--- config.mk ---
export PLATFORM = sky130hd
export DESIGN_NAME = irc_message_tokenizer_top
export DESIGN_NICKNAME = d
export VERILOG_FILES = /design/src/design/itk_pkg.sv /design/src/design/irc_message_tokenizer_top.sv /design/src/design/itk_core.sv
export SDC_FILE = /design/constraint.sdc
export NUM_CORES = 1
export LEC_CHECK = 0
export BUFFER_PORTS_ARGS = -buffer_cell sky130_fd_sc_hd__buf_2
export CORE_ASPECT_RATIO = 0.8
export CORE_MARGIN = 2
export CORE_UTILIZATION = 45
export CTS_CLUSTER_DIAMETER = 50
export CTS_CLUSTER_SIZE = 24
export DETAILED_ROUTE_END_ITERATION = 8
export SKIP_LAST_GASP = 1
export SYNTH_ARGS = -nofsm -noshare
export SYNTH_HDL_FRONTEND = slang
export SYNTH_SLANG_ARGS = --single-unit
--- constraint.sdc ---
create_clock -name clk -period 5.06 [get_ports clk]
set_clock_uncertainty 0.1 [all_clocks]
set_input_delay 0 -clock clk [delete_from_list [all_inputs] [get_ports clk]]
set_output_delay 0 -clock clk [all_outputs]
set_load 0.01 [all_outputs]
--- src/design/itk_pkg.sv ---
// Shared types, constants and name-match helpers for the IRC message tokenizer.
// Used by itk_core, irc_message_tokenizer_top and the testbench; imports nothing.
`default_nettype none

package itk_pkg;

    // Default parameter values
    localparam int PAD_PARAMS_DEF = 6;
    localparam int MAX_PARAMS_DEF = 255;

    // Command name table
    localparam int NNAMES       = 11;
    localparam int MAX_RESULTS  = 3;
    localparam logic [3:0] CODE_NONE    = 4'd0;
    localparam logic [3:0] CODE_PRIVMSG = 4'd8;
    localparam logic [3:0] LEN_MAX      = 4'd15;

    // Names are left-justified in 8 bytes, first character in the top byte
    localparam logic [63:0] NAME_STR [NNAMES] = '{
        "INVITE  ", "JOIN    ", "KICK    ", "MODE    ", "NICK    ", "PART    ",
        "PASS    ", "PRIVMSG ", "QUIT    ", "TOPIC   ", "USER    "
    };
    localparam logic [3:0] NAME_LEN [NNAMES] = '{
        4'd6, 4'd4, 4'd4, 4'd4, 4'd4, 4'd4, 4'd4, 4'd7, 4'd4, 4'd5, 4'd4
    };

    // Special bytes
    localparam logic [7:0] CHAR_COLON   = 8'h3A;
    localparam logic [7:0] CHAR_NEWLINE = 8'h0A;
    localparam logic [7:0] CHAR_SPACE   = 8'h20;
    localparam logic [7:0] CHAR_TAB     = 8'h09;
    localparam logic [7:0] CHAR_CR      = 8'h0D;
    localparam logic [7:0] CHAR_LOW_A   = 8'h61;
    localparam logic [7:0] CHAR_LOW_Z   = 8'h7A;
    localparam logic [7:0] CASE_OFFSET  = 8'h20;

    // Result kinds
    localparam logic [1:0] KIND_BYTE    = 2'd0;
    localparam logic [1:0] KIND_END     = 2'd1;
    localparam logic [1:0] KIND_COMMAND = 2'd2;
    localparam logic [1:0] KIND_SUMMARY = 2'd3;

    // Position within the line
    typedef enum logic [2:0] {
        PH_START,
        PH_PREFIX,
        PH_WAITCMD,
        PH_CMD,
        PH_WAITPARAM,
        PH_PARAM,
        PH_REST,
        PH_DONE
    } phase_t;

    typedef struct packed {
        logic [7:0] char_byte;
        logic       end_of_line;
    } in_item_t;

    typedef struct packed {
        logic [1:0] kind;
        logic [7:0] param_index;
        logic [7:0] data_byte;
        logic [3:0] command_code;
        logic       line_valid;
        logic [7:0] param_count;
        logic       last_of_run;
    } out_item_t;

    // All results caused by one byte
    typedef struct packed {
        logic [1:0]                       count;
        out_item_t [MAX_RESULTS-1:0]      items;
    } step_res_t;

    // Drop every candidate that cannot take this upper-cased byte at position len
    function automatic logic [NNAMES-1:0] match_cand(input logic [NNAMES-1:0] cand,
                                                      input logic [3:0] len,
                                                      input logic [7:0] up);
        logic [NNAMES-1:0] keep;
        logic [2:0]        pos;
        keep = cand;
        pos  = len[2:0];
        for (int i = 0; i < NNAMES; i++) begin
            if (len >= NAME_LEN[i] || NAME_STR[i][8*(7-int'(pos)) +: 8] != up)
                keep[i] = 1'b0;
        end
        return keep;
    endfunction

    // Lowest-numbered surviving name whose length matches the word
    function automatic logic [3:0] finish_cmd(input logic [NNAMES-1:0] cand,
                                              input logic [3:0] len);
        logic [3:0] code;
        code = CODE_NONE;
        for (int i = NNAMES - 1; i >= 0; i--) begin
            if (cand[i] && NAME_LEN[i] == len)
                code = 4'(i + 1);
        end
        return code;
    endfunction

endpackage

`default_nettype wire

--- src/design/irc_message_tokenizer_top.sv ---
// Top level of the IRC message tokenizer: input register, step core, result buffer.
// Depends on itk_pkg and itk_core.
`default_nettype none

// IRC message tokenizer. Bytes of one line come in on the char channel, one
// request per byte, with end_of_line set on the last byte. Each byte yields zero
// to three result items on the tok channel (parameter bytes, parameter ends, the
// command code, and a line summary at end of line); last_of_run marks the last
// item of a byte. A byte is held in an input register and is processed into a
// three-entry result buffer, which drains one item per unstalled cycle. A new
// byte is taken every unstalled cycle as long as bytes give at most one result
// each; a byte with more results holds the input until its last item drains.

module irc_message_tokenizer_top
    import itk_pkg::*;
#(
    parameter int PAD_PARAMS = PAD_PARAMS_DEF,
    parameter int MAX_PARAMS = MAX_PARAMS_DEF
)
(
    input  wire logic      clk,
    input  wire logic      rst_n,
    input  wire logic      char_valid,
    output logic           char_stall,
    input  wire in_item_t  char_item,
    output logic           tok_valid,
    input  wire logic      tok_stall,
    output out_item_t      tok_item
);

    logic                         in_vld_reg;
    in_item_t                     in_item_reg;
    out_item_t [MAX_RESULTS-1:0]  slot_reg;
    logic [1:0]                   cnt_reg;
    step_res_t                    step_res;
    logic                         take;
    logic                         process;

    // Handshake decisions
    assign take       = (cnt_reg != 2'd0) && !tok_stall;
    assign process    = in_vld_reg && (cnt_reg == 2'd0 || (cnt_reg == 2'd1 && take));
    assign char_stall = in_vld_reg && !process;
    assign tok_valid  = (cnt_reg != 2'd0);
    assign tok_item   = slot_reg[0];

    itk_core #(
        .PAD_PARAMS (PAD_PARAMS),
        .MAX_PARAMS (MAX_PARAMS)
    ) u_core (
        .clk   (clk),
        .rst_n (rst_n),
        .step  (process),
        .item  (in_item_reg),
        .res   (step_res)
    );

    // Input register
    always_ff @(posedge clk or negedge rst_n)
    begin
        if (!rst_n) begin
            in_vld_reg <= 1'b0;
        end else if (char_valid && !char_stall) begin
            in_vld_reg <= 1'b1;
        end else if (process) begin
            in_vld_reg <= 1'b0;
        end
    end

    always_ff @(posedge clk)
    begin
        if (char_valid && !char_stall)
            in_item_reg <= char_item;
    end

    // Result buffer: load a whole step, or shift out one item
    always_ff @(posedge clk or negedge rst_n)
    begin
        if (!rst_n) begin
            cnt_reg <= 2'd0;
        end else if (process) begin
            cnt_reg <= step_res.count;
        end else if (take) begin
            cnt_reg <= cnt_reg - 2'd1;
        end
    end

    always_ff @(posedge clk)
    begin
        if (process) begin
            slot_reg <= step_res.items;
        end else if (take) begin
            for (int i = 0; i < MAX_RESULTS - 1; i++)
                slot_reg[i] <= slot_reg[i+1];
        end
    end

endmodule

`default_nettype wire

--- src/design/itk_core.sv ---
// Tokenizer line state and the per-byte step logic producing up to three results.
// Depends on itk_pkg.
`default_nettype none

module itk_core
    import itk_pkg::*;
#(
    parameter int PAD_PARAMS = PAD_PARAMS_DEF,
    parameter int MAX_PARAMS = MAX_PARAMS_DEF
)
(
    input  wire logic      clk,
    input  wire logic      rst_n,
    input  wire logic      step,
    input  wire in_item_t  item,
    output step_res_t      res
);

    localparam logic [7:0] PAD_C = 8'(PAD_PARAMS);
    localparam logic [7:0] MAX_C = 8'(MAX_PARAMS);

    phase_t            phase_reg, phase_next;
    logic [NNAMES-1:0] cand_reg, cand_next, cand_m;
    logic [3:0]        len_reg, len_next, len_m;
    logic [3:0]        found_reg, found_next;
    logic [7:0]        cnt_reg, cnt_next;

    logic [7:0] b;
    logic [7:0] up;
    logic       ws;

    // Byte classification and the name match for this byte
    always_comb
    begin
        b      = item.char_byte;
        ws     = (b >= CHAR_TAB && b <= CHAR_CR) || b == CHAR_SPACE;
        up     = (b >= CHAR_LOW_A && b <= CHAR_LOW_Z) ? b - CASE_OFFSET : b;
        cand_m = match_cand(cand_reg, len_reg, up);
        len_m  = (len_reg == LEN_MAX) ? LEN_MAX : len_reg + 4'd1;
    end

    // Step: next line state and the results for this byte
    always_comb
    begin
        logic [1:0] n;
        logic       line_ok;
        logic [7:0] sum_cnt;
        phase_next = phase_reg;
        cand_next  = cand_reg;
        len_next   = len_reg;
        found_next = found_reg;
        cnt_next   = cnt_reg;
        res        = '0;
        n          = 2'd0;
        line_ok    = 1'b0;
        sum_cnt    = 8'd0;

        unique case (phase_reg)
            PH_START:
            begin
                if (!ws) begin
                    if (b == CHAR_COLON) begin
                        phase_next = PH_PREFIX;
                    end else begin
                        phase_next = PH_CMD;
                        cand_next  = cand_m;
                        len_next   = len_m;
                    end
                end
            end
            PH_PREFIX:
            begin
                if (ws)
                    phase_next = PH_WAITCMD;
            end
            PH_WAITCMD:
            begin
                if (!ws) begin
                    phase_next = PH_CMD;
                    cand_next  = cand_m;
                    len_next   = len_m;
                end
            end
            PH_CMD:
            begin
                if (ws) begin
                    found_next = finish_cmd(cand_reg, len_reg);
                    res.items[n].kind         = KIND_COMMAND;
                    res.items[n].command_code = found_next;
                    n          = n + 2'd1;
                    phase_next = PH_WAITPARAM;
                end else begin
                    cand_next = cand_m;
                    len_next  = len_m;
                end
            end
            PH_WAITPARAM:
            begin
                if (!ws) begin
                    if (b == CHAR_COLON) begin
                        phase_next = PH_REST;
                    end else begin
                        phase_next = (found_reg == CODE_PRIVMSG && cnt_reg == 8'd1)
                                     ? PH_REST : PH_PARAM;
                        res.items[n].kind        = KIND_BYTE;
                        res.items[n].param_index = cnt_reg;
                        res.items[n].data_byte   = b;
                        n = n + 2'd1;
                    end
                end
            end
            PH_PARAM:
            begin
                if (ws) begin
                    res.items[n].kind        = KIND_END;
                    res.items[n].param_index = cnt_reg;
                    n          = n + 2'd1;
                    cnt_next   = (cnt_reg < MAX_C) ? cnt_reg + 8'd1 : cnt_reg;
                    phase_next = PH_WAITPARAM;
                end else begin
                    res.items[n].kind        = KIND_BYTE;
                    res.items[n].param_index = cnt_reg;
                    res.items[n].data_byte   = b;
                    n = n + 2'd1;
                end
            end
            PH_REST:
            begin
                if (b == CHAR_NEWLINE) begin
                    res.items[n].kind        = KIND_END;
                    res.items[n].param_index = cnt_reg;
                    n          = n + 2'd1;
                    cnt_next   = (cnt_reg < MAX_C) ? cnt_reg + 8'd1 : cnt_reg;
                    phase_next = PH_DONE;
                end else begin
                    res.items[n].kind        = KIND_BYTE;
                    res.items[n].param_index = cnt_reg;
                    res.items[n].data_byte   = b;
                    n = n + 2'd1;
                end
            end
            PH_DONE:
            begin
                phase_next = PH_DONE;
            end
            default:
            begin
                phase_next = PH_DONE;
            end
        endcase

        // End of line: close any open word, then the summary
        if (item.end_of_line) begin
            if (phase_next == PH_CMD) begin
                found_next = finish_cmd(cand_next, len_next);
                res.items[n].kind         = KIND_COMMAND;
                res.items[n].command_code = found_next;
                n          = n + 2'd1;
                phase_next = PH_WAITPARAM;
            end else if (phase_next == PH_PARAM || phase_next == PH_REST) begin
                res.items[n].kind        = KIND_END;
                res.items[n].param_index = cnt_next;
                n          = n + 2'd1;
                cnt_next   = (cnt_next < MAX_C) ? cnt_next + 8'd1 : cnt_next;
                phase_next = PH_DONE;
            end
            line_ok = (phase_next == PH_WAITPARAM) || (phase_next == PH_PARAM) ||
                      (phase_next == PH_REST) || (phase_next == PH_DONE);
            if (line_ok) begin
                sum_cnt = (cnt_next < PAD_C) ? PAD_C : cnt_next;
                if (sum_cnt > MAX_C)
                    sum_cnt = MAX_C;
                res.items[n].command_code = found_next;
            end
            res.items[n].kind        = KIND_SUMMARY;
            res.items[n].line_valid  = line_ok;
            res.items[n].param_count = sum_cnt;
            n = n + 2'd1;

            // fresh line
            phase_next = PH_START;
            cand_next  = '1;
            len_next   = 4'd0;
            found_next = CODE_NONE;
            cnt_next   = 8'd0;
        end

        if (n != 2'd0)
            res.items[n - 2'd1].last_of_run = 1'b1;
        res.count = n;
    end

    // Line state registers
    always_ff @(posedge clk or negedge rst_n)
    begin
        if (!rst_n) begin
            phase_reg <= PH_START;
            cand_reg  <= '1;
            len_reg   <= 4'd0;
            found_reg <= CODE_NONE;
            cnt_reg   <= 8'd0;
        end else if (step) begin
            phase_reg <= phase_next;
            cand_reg  <= cand_next;
            len_reg   <= len_next;
            found_reg <= found_next;
            cnt_reg   <= cnt_next;
        end
    end

endmodule

`default_nettype wire

Word-level counts from Yosys, hierarchy flattened
Cells that the tools add are included.
- register bits: 138
- word-level logic and storage cells: 306
- $add $sub $neg: 9
- order comparisons: 18
- equal/unequal tests: 40
- shifts and indexed selects: 11
- mux-type cells: 136
- reduce and logical (&&, ||, !) cells: 62
- operators by type and width (cell ; count):
    $bwmux 96 ; 9
    $shiftx 64x32->8 const A ; 11
    $mux 96 ; 7
    $demux 32 s2 ; 8
    $mux 4 ; 36
    $mux 64 ; 2
    $mux 8 ; 15
    $ne 8x8->1 ; 11
    $mux 32 ; 2
    $pmux 16 s3 ; 1
    $mux 11 ; 4
    $logic_and 1x1->1 ; 33
    $mux 3 ; 11
    $eq 3x4->1 const A ; 8
    $eq 3x3->1 const B ; 10
    $mux 30 ; 1
    $mux 14 ; 2
    $mux 9 ; 3
    $pmux 11 s2 ; 1
    $pmux 3 s7 ; 1
    $mux 2 ; 10
    $mux 18 ; 1
    $logic_or 1x1->1 ; 17
    $add 8x1->8 const B ; 2
    other kinds (34) ; 70

Longest topological paths before layout
- depth in word-level cells: 36
- gate-level depth with buffers: 20
- gate-level depth less buffers: 19

Cells and area by module
A second synthesis with hierarchy kept.
- cell total of the unflattened synthesis: 901
- area, all modules: 9125.0 sq um
- modules (own cells, without submodules) (module ; instances ; cells an instance ; area an instance (sq um) ; sequential area each (sq um)):
    itk_core ; 1 ; 672 ; 4600.7 ; 764.5
    irc_message_tokenizer_top ; 1 ; 229 ; 4524.3 ; 3228.1

Least setup slack after synthesis
Ideal clock, no wire load.
- kind: reg-to-reg
- from: reg cnt_reg[0]
- to: reg cnt_reg[1]
- setup time: 85 ps
- data arrival time: 5434 ps
- required time: 4875 ps
- slack: -559 ps
- stages on the path, launching flop included: 5
- path buffers: 0
- period minus slack after synthesis: 5619 ps
- path through: dfrtp_1 -> inv_1 -> ha_1 -> o21ai_0 -> mux2_2
- cells in the longest elaborated chain, start to end: 6
- RTL lines (what ; line ; RTL):
    start, declared ; irc_message_tokenizer_top.sv:34 ; logic [1:0] cnt_reg;
    start signal, assigned ; irc_message_tokenizer_top.sv:81 ; cnt_reg <= step_res.count;
    start signal, assigned ; irc_message_tokenizer_top.sv:83 ; cnt_reg <= cnt_reg - 2'd1;
    branches (longest 6 deep; another with $sub 2x1->2) ; -- ;
Parallel ways; which one is timed is not known. The select of a mux whose other input is x is not followed.
A chain may end at the register's enable or synchronous reset.

Worst setup path after layout
- from: reg in_item_reg[7] (netlist name)
- to: reg slot_reg, in the netlist tok_item[13], data pin
- cells in the longest elaborated chain, start to end: 36
- RTL lines (what ; line ; RTL):
    start, declared ; irc_message_tokenizer_top.sv:32 ; in_item_t in_item_reg;
    start signal, assigned ; irc_message_tokenizer_top.sv:72 ; in_item_reg <= char_item;
    $ge 8x7->1 or $le 8x7->1 (tied branches) ; itk_core.sv:37 ; up = (b >= CHAR_LOW_A && b <= CHAR_LOW_Z) ? b - CASE_OFFSET : b;
    $logic_and 1x1->1 ; itk_core.sv:37 ;
    $mux 8 ; itk_core.sv:37 ;
    $ne 8x8->1 ; itk_pkg.sv:85 ; if (len >= NAME_LEN[i] || NAME_STR[i][8*(7-int'(pos)) +: 8] != up)
    $logic_or 1x1->1 ; itk_pkg.sv:85 ;
    $mux 1 ; itk_pkg.sv:85 ;
    $mux 11 ; itk_core.sv:62 ; if (b == CHAR_COLON) begin
    $mux 11 ; itk_core.sv:61 ; if (!ws) begin
    [20 not listed] ; -- ;
    $mux 96 ; itk_core.sv:153 ; if (item.end_of_line) begin
    $bwmux 96 ; itk_core.sv:175 ; res.items[n].kind = KIND_SUMMARY;
    $bwmux 96 ; itk_core.sv:176 ; res.items[n].line_valid = line_ok;
    $bwmux 96 ; itk_core.sv:177 ; res.items[n].param_count = sum_cnt;
    $mux 96 ; itk_core.sv:153 ;
    $bwmux 96 ; itk_core.sv:189 ; res.items[n - 2'd1].last_of_run = 1'b1;
    $mux 96 * ; itk_core.sv:188 ; if (n != 2'd0)
    $mux 64 * ; irc_message_tokenizer_top.sv:89 ; if (process) begin
    end signal, assigned ; irc_message_tokenizer_top.sv:90 ; slot_reg <= step_res.items;
    end signal, assigned by index ; irc_message_tokenizer_top.sv:93 ; slot_reg[i] <= slot_reg[i+1];
    end, declared ; irc_message_tokenizer_top.sv:33 ; out_item_t [MAX_RESULTS-1:0] slot_reg;
Mark *: on every way between the ends. The rest lies on a longest branch, timed or not. The select of a mux whose other input is x is not followed.

==> results summary <==
The run finished with clean final reports. STA puts the critical path data arrival time at 4890 ps. The clock latency reported for the late side of the worst-skew pair came out at 410 ps.

The instance area after placement is 7920 sq um. Of the cells placed in the final design, the portion with a size suffix greater than 1 is 0.175. The first detailed-routing pass ran for 6 iterations. The final standard cell area without fillers is 8560 sq um. The worst max-slew margin expressed relative to the limit came out at 0.454. After floorplanning, the core was divided into 42 placement rows. The final critical path time including I/O delays and setup is 4750 ps. The number of distinct library cells after synthesis is 93.

The maximum net fanout on the critical path came out at 8. The number of synthesized register bits came out at 113. The share of the synthesized area in the top cell type came out at 0.315. The overall global routing resource usage is 0.251. The final max-slew violation count came out at 0. Power spread over the standard cell area amounts to 630 nW/um^2. The category of the critical setup timing path is flip-flop to flip-flop.

The count of flip-flops with a built-in enable after synthesis is 80. Setup violations remaining at the end of the flow were counted as 0. Of the total synthesized cell area, the portion taken by XOR and XNOR cells is 0.0195.

The half-perimeter wire length after placement came out at 15200 um. The number of top-level design ports came out at 47. The data required time at the worst endpoint is 5200 ps. The net count of the finished layout is 888. The initial core utilization is 0.461. STA classifies the critical path startpoint as a flip-flop.

The post-route clock period utilization is 0.939. After clock tree synthesis, the clock-pin slew on the worst setup and hold paths is 60 ps. The core region is 16600 sq um. The post-synth net total came out at 863.

After global routing, the most crowded layer is met1. The number of antenna repair diodes is 0. The share of the synthesized area in compound gates (AO/OA/AOI/OAI) is 0.231. The die boundary width is 150 um.

The proportion of synthesized flip-flops having asynchronous set or reset is 0.292. Using the TritonRoute via totals, the vias-per-cell ratio works out to 6.19. The tool flagged a number of max-cap violations equal to 0.

The fraction of synthesized area in multiplexers came out at 0.0125. The number of antenna violations at the first check in global routing is 0. The maximum ir drop on the vdd rail is 572 uV.

Of the total synthesized cell area, the portion taken by full adders, half adders and majority gates is 0.0328. The final-layout fill cell count came out at 1505. The clock tree buffer depth is 2. Yosys instantiated no cell more often than nand2_1. The netlist area before placement came out at 7630 sq um. The depth of the CTS H-tree is 4. The global-route wire length before repair came out at 35100 um. The register with the most flip-flops in the layout has 39 of them. The dominant combinational cell family by area after synthesis is compound AO/OA/AOI/OAI gates. For met3 alone, demand over resource in global routing was 0.0562. For the pin with the worst max-slew slack, the measured transition is 820 ps. Compared with the post-synthesis result, the final layout area differs by 12.1%.

The commonest cells after synthesis are nand2_1 (85), edfxtp_1 (80), nor2_1 (77). Setup repair after global routing left no endpoint under its margin. The final wirelength is 21500 um. The count of yosys warnings during synthesis came out at 0. The cell count after synthesis is 830.

The dominant register cell in the synthesized netlist is edfxtp_1. The average wire per standard cell came out at 19.7 um. The via count is 6735. The number of hold-slack violations in the final timing report came to 0. The detailed router's first-iteration violation count came out at 834.

In the global route stage, met2 resource usage came out at 0.364. The analysis attributes to cell leakage a power of 3.27 nW. For met1 alone, demand over resource in global routing was 0.373. The sequential share of the synthesized area came out at 0.425. The TritonCTS buffer count came out at 17.

The number of buffers added on ports came out at 46. Entering global routing, the biggest net connects 60 pins. The CTS tree is done. The synthesized area divided by synthesized cell count came out at 9.20 sq um. The largest area contributor in the netlist is edfxtp_1. The tree is rooted in a clkbuf_16. Of the total synthesized cell area, the portion taken by AND, OR, NAND and NOR gates is 0.203. The min-delay analysis places its worst path in the category input pin to async pin.

The number of sinks driven by the clock tree is 113. The floorplan step set the die height to 120 um. The via count of the first global-routing pass came out at 6355.

STA classifies the critical path endpoint as a flip-flop. The floorplan step defined a die boundary enclosing 18000 sq um. The setup TNS came out at 0 ps.

The number of DRC violations after detailed routing is 0. After synthesis, the cell types taking the most area are edfxtp_1 (31%), dfrtp_1 (7.2%), o21ai_0 (4.2%), nand2_1 (4.2%), dfstp_2 (3.8%). For this run the aggregate overflow at the end of global routing stands at 0. The final RePlAce weighted congestion is 0.926. The count of nets left with antenna violations once routing finished came out at 0. Derived from the worst setup path, the maximum achievable clock frequency is 211 MHz.
## power by group
part           switching [W]  total [W]  internal [W]
clock               0.000415    0.00103      0.000615
sequential          0.000236    0.00178       0.00155
combinational        0.00167    0.00258      0.000906
## critical path: stages, from the launching register on
cell      delay [ps]
edfxtp_1         480
inv_1            210
ha_1             170
and2b_2          150
nand3_2          160
and2_4           250
a2111o_1         460
o21a_4           250
or3_2            510
inv_1            160
ha_1             280
nor2_2           190
ha_1             260
nand2_1          110
a21oi_1          170
buf_4            160
nand3_1           80
a22oi_1          150
a31oi_1           60
o21ai_0          220
## through the flow
step	utilization	hold WS, ps	setup WS, ps	total power [W]	instances
5_1_grt	0.517	171	39.0	0.00578	1088
3_3_place_gp	0.479	27.6	540	0.00426	1044
6_report	0.517	123	311	0.00539	1088
3_5_place_dp	0.479	31.2	261	0.00431	1044
4_1_cts	0.516	134	227	0.00538	1088
2_1_floorplan	-	-396	630	0.00367	830
## cells in the final DEF (no fill, tap or decap), types with 17 or more instances in the layout
master | netlist | routed
a21oi_1 | 43 | 43
a31oi_1 | 19 | 19
buf_2 | 2 | 46
buf_4 | 32 | 27
clkbuf_16 | 0 | 17
dfrtp_1 | 22 | 22
edfxtp_1 | 80 | 80
ha_1 | 20 | 20
inv_1 | 35 | 35
nand2_1 | 85 | 85
nand3_1 | 25 | 24
nor2_1 | 77 | 76
nor3_1 | 26 | 26
o21ai_0 | 64 | 63
## per-layer routing
layer,wire length [um],part of all wire
met4,395,0.018
met2,9420,0.44
met1,10000,0.47
met5,0,0
met3,1610,0.075
## repair_timing
item | in CTS | in global routing
endpoints found under the setup margin | 0 | 3
setup buffers | 0 | 0
hold buffers | 12 | 0
hold endpoints to repair | 32 | 0
gates resized for setup | 0 | 2
## cell type report
class	count	area (sq um)	share of cell area
Clock inverter	12	70.1	0.00819
Multi-Input combinational cell	598	3830	0.447
Inverter	40	150	0.0175
Sequential cell	113	3240	0.379
Tap cell	220	275	0.0322
Clock buffer	20	437	0.0510
Timing Repair Buffer	85	553	0.0646
## cell families after synthesis
logic type,Yosys count
and+or+nand+nor,299
DFF,113
AOI/OAI and AO/OA,253
adders and majority gates,20
buffers and inverters,119
xor gates and xnor gates,17
muxes,9
## path summary, 6_finish.rpt
kind                                 from                end  slack [ps]  cells after the start
setup / recovery           in_item_reg[7]       tok_item[13]         310                     19
hold / removal                      rst_n         cnt_reg[0]         120                      2
setup reg to reg           in_item_reg[7]       tok_item[13]         310                     19
hold reg to reg                cnt_reg[1]         cnt_reg[1]         410                      1
max in group asynchronous           rst_n  u_core.cnt_reg[7]        4210                      2
min in group clk             char_item[6]     in_item_reg[6]         200                      2
(Power assumes the default switching activity.)
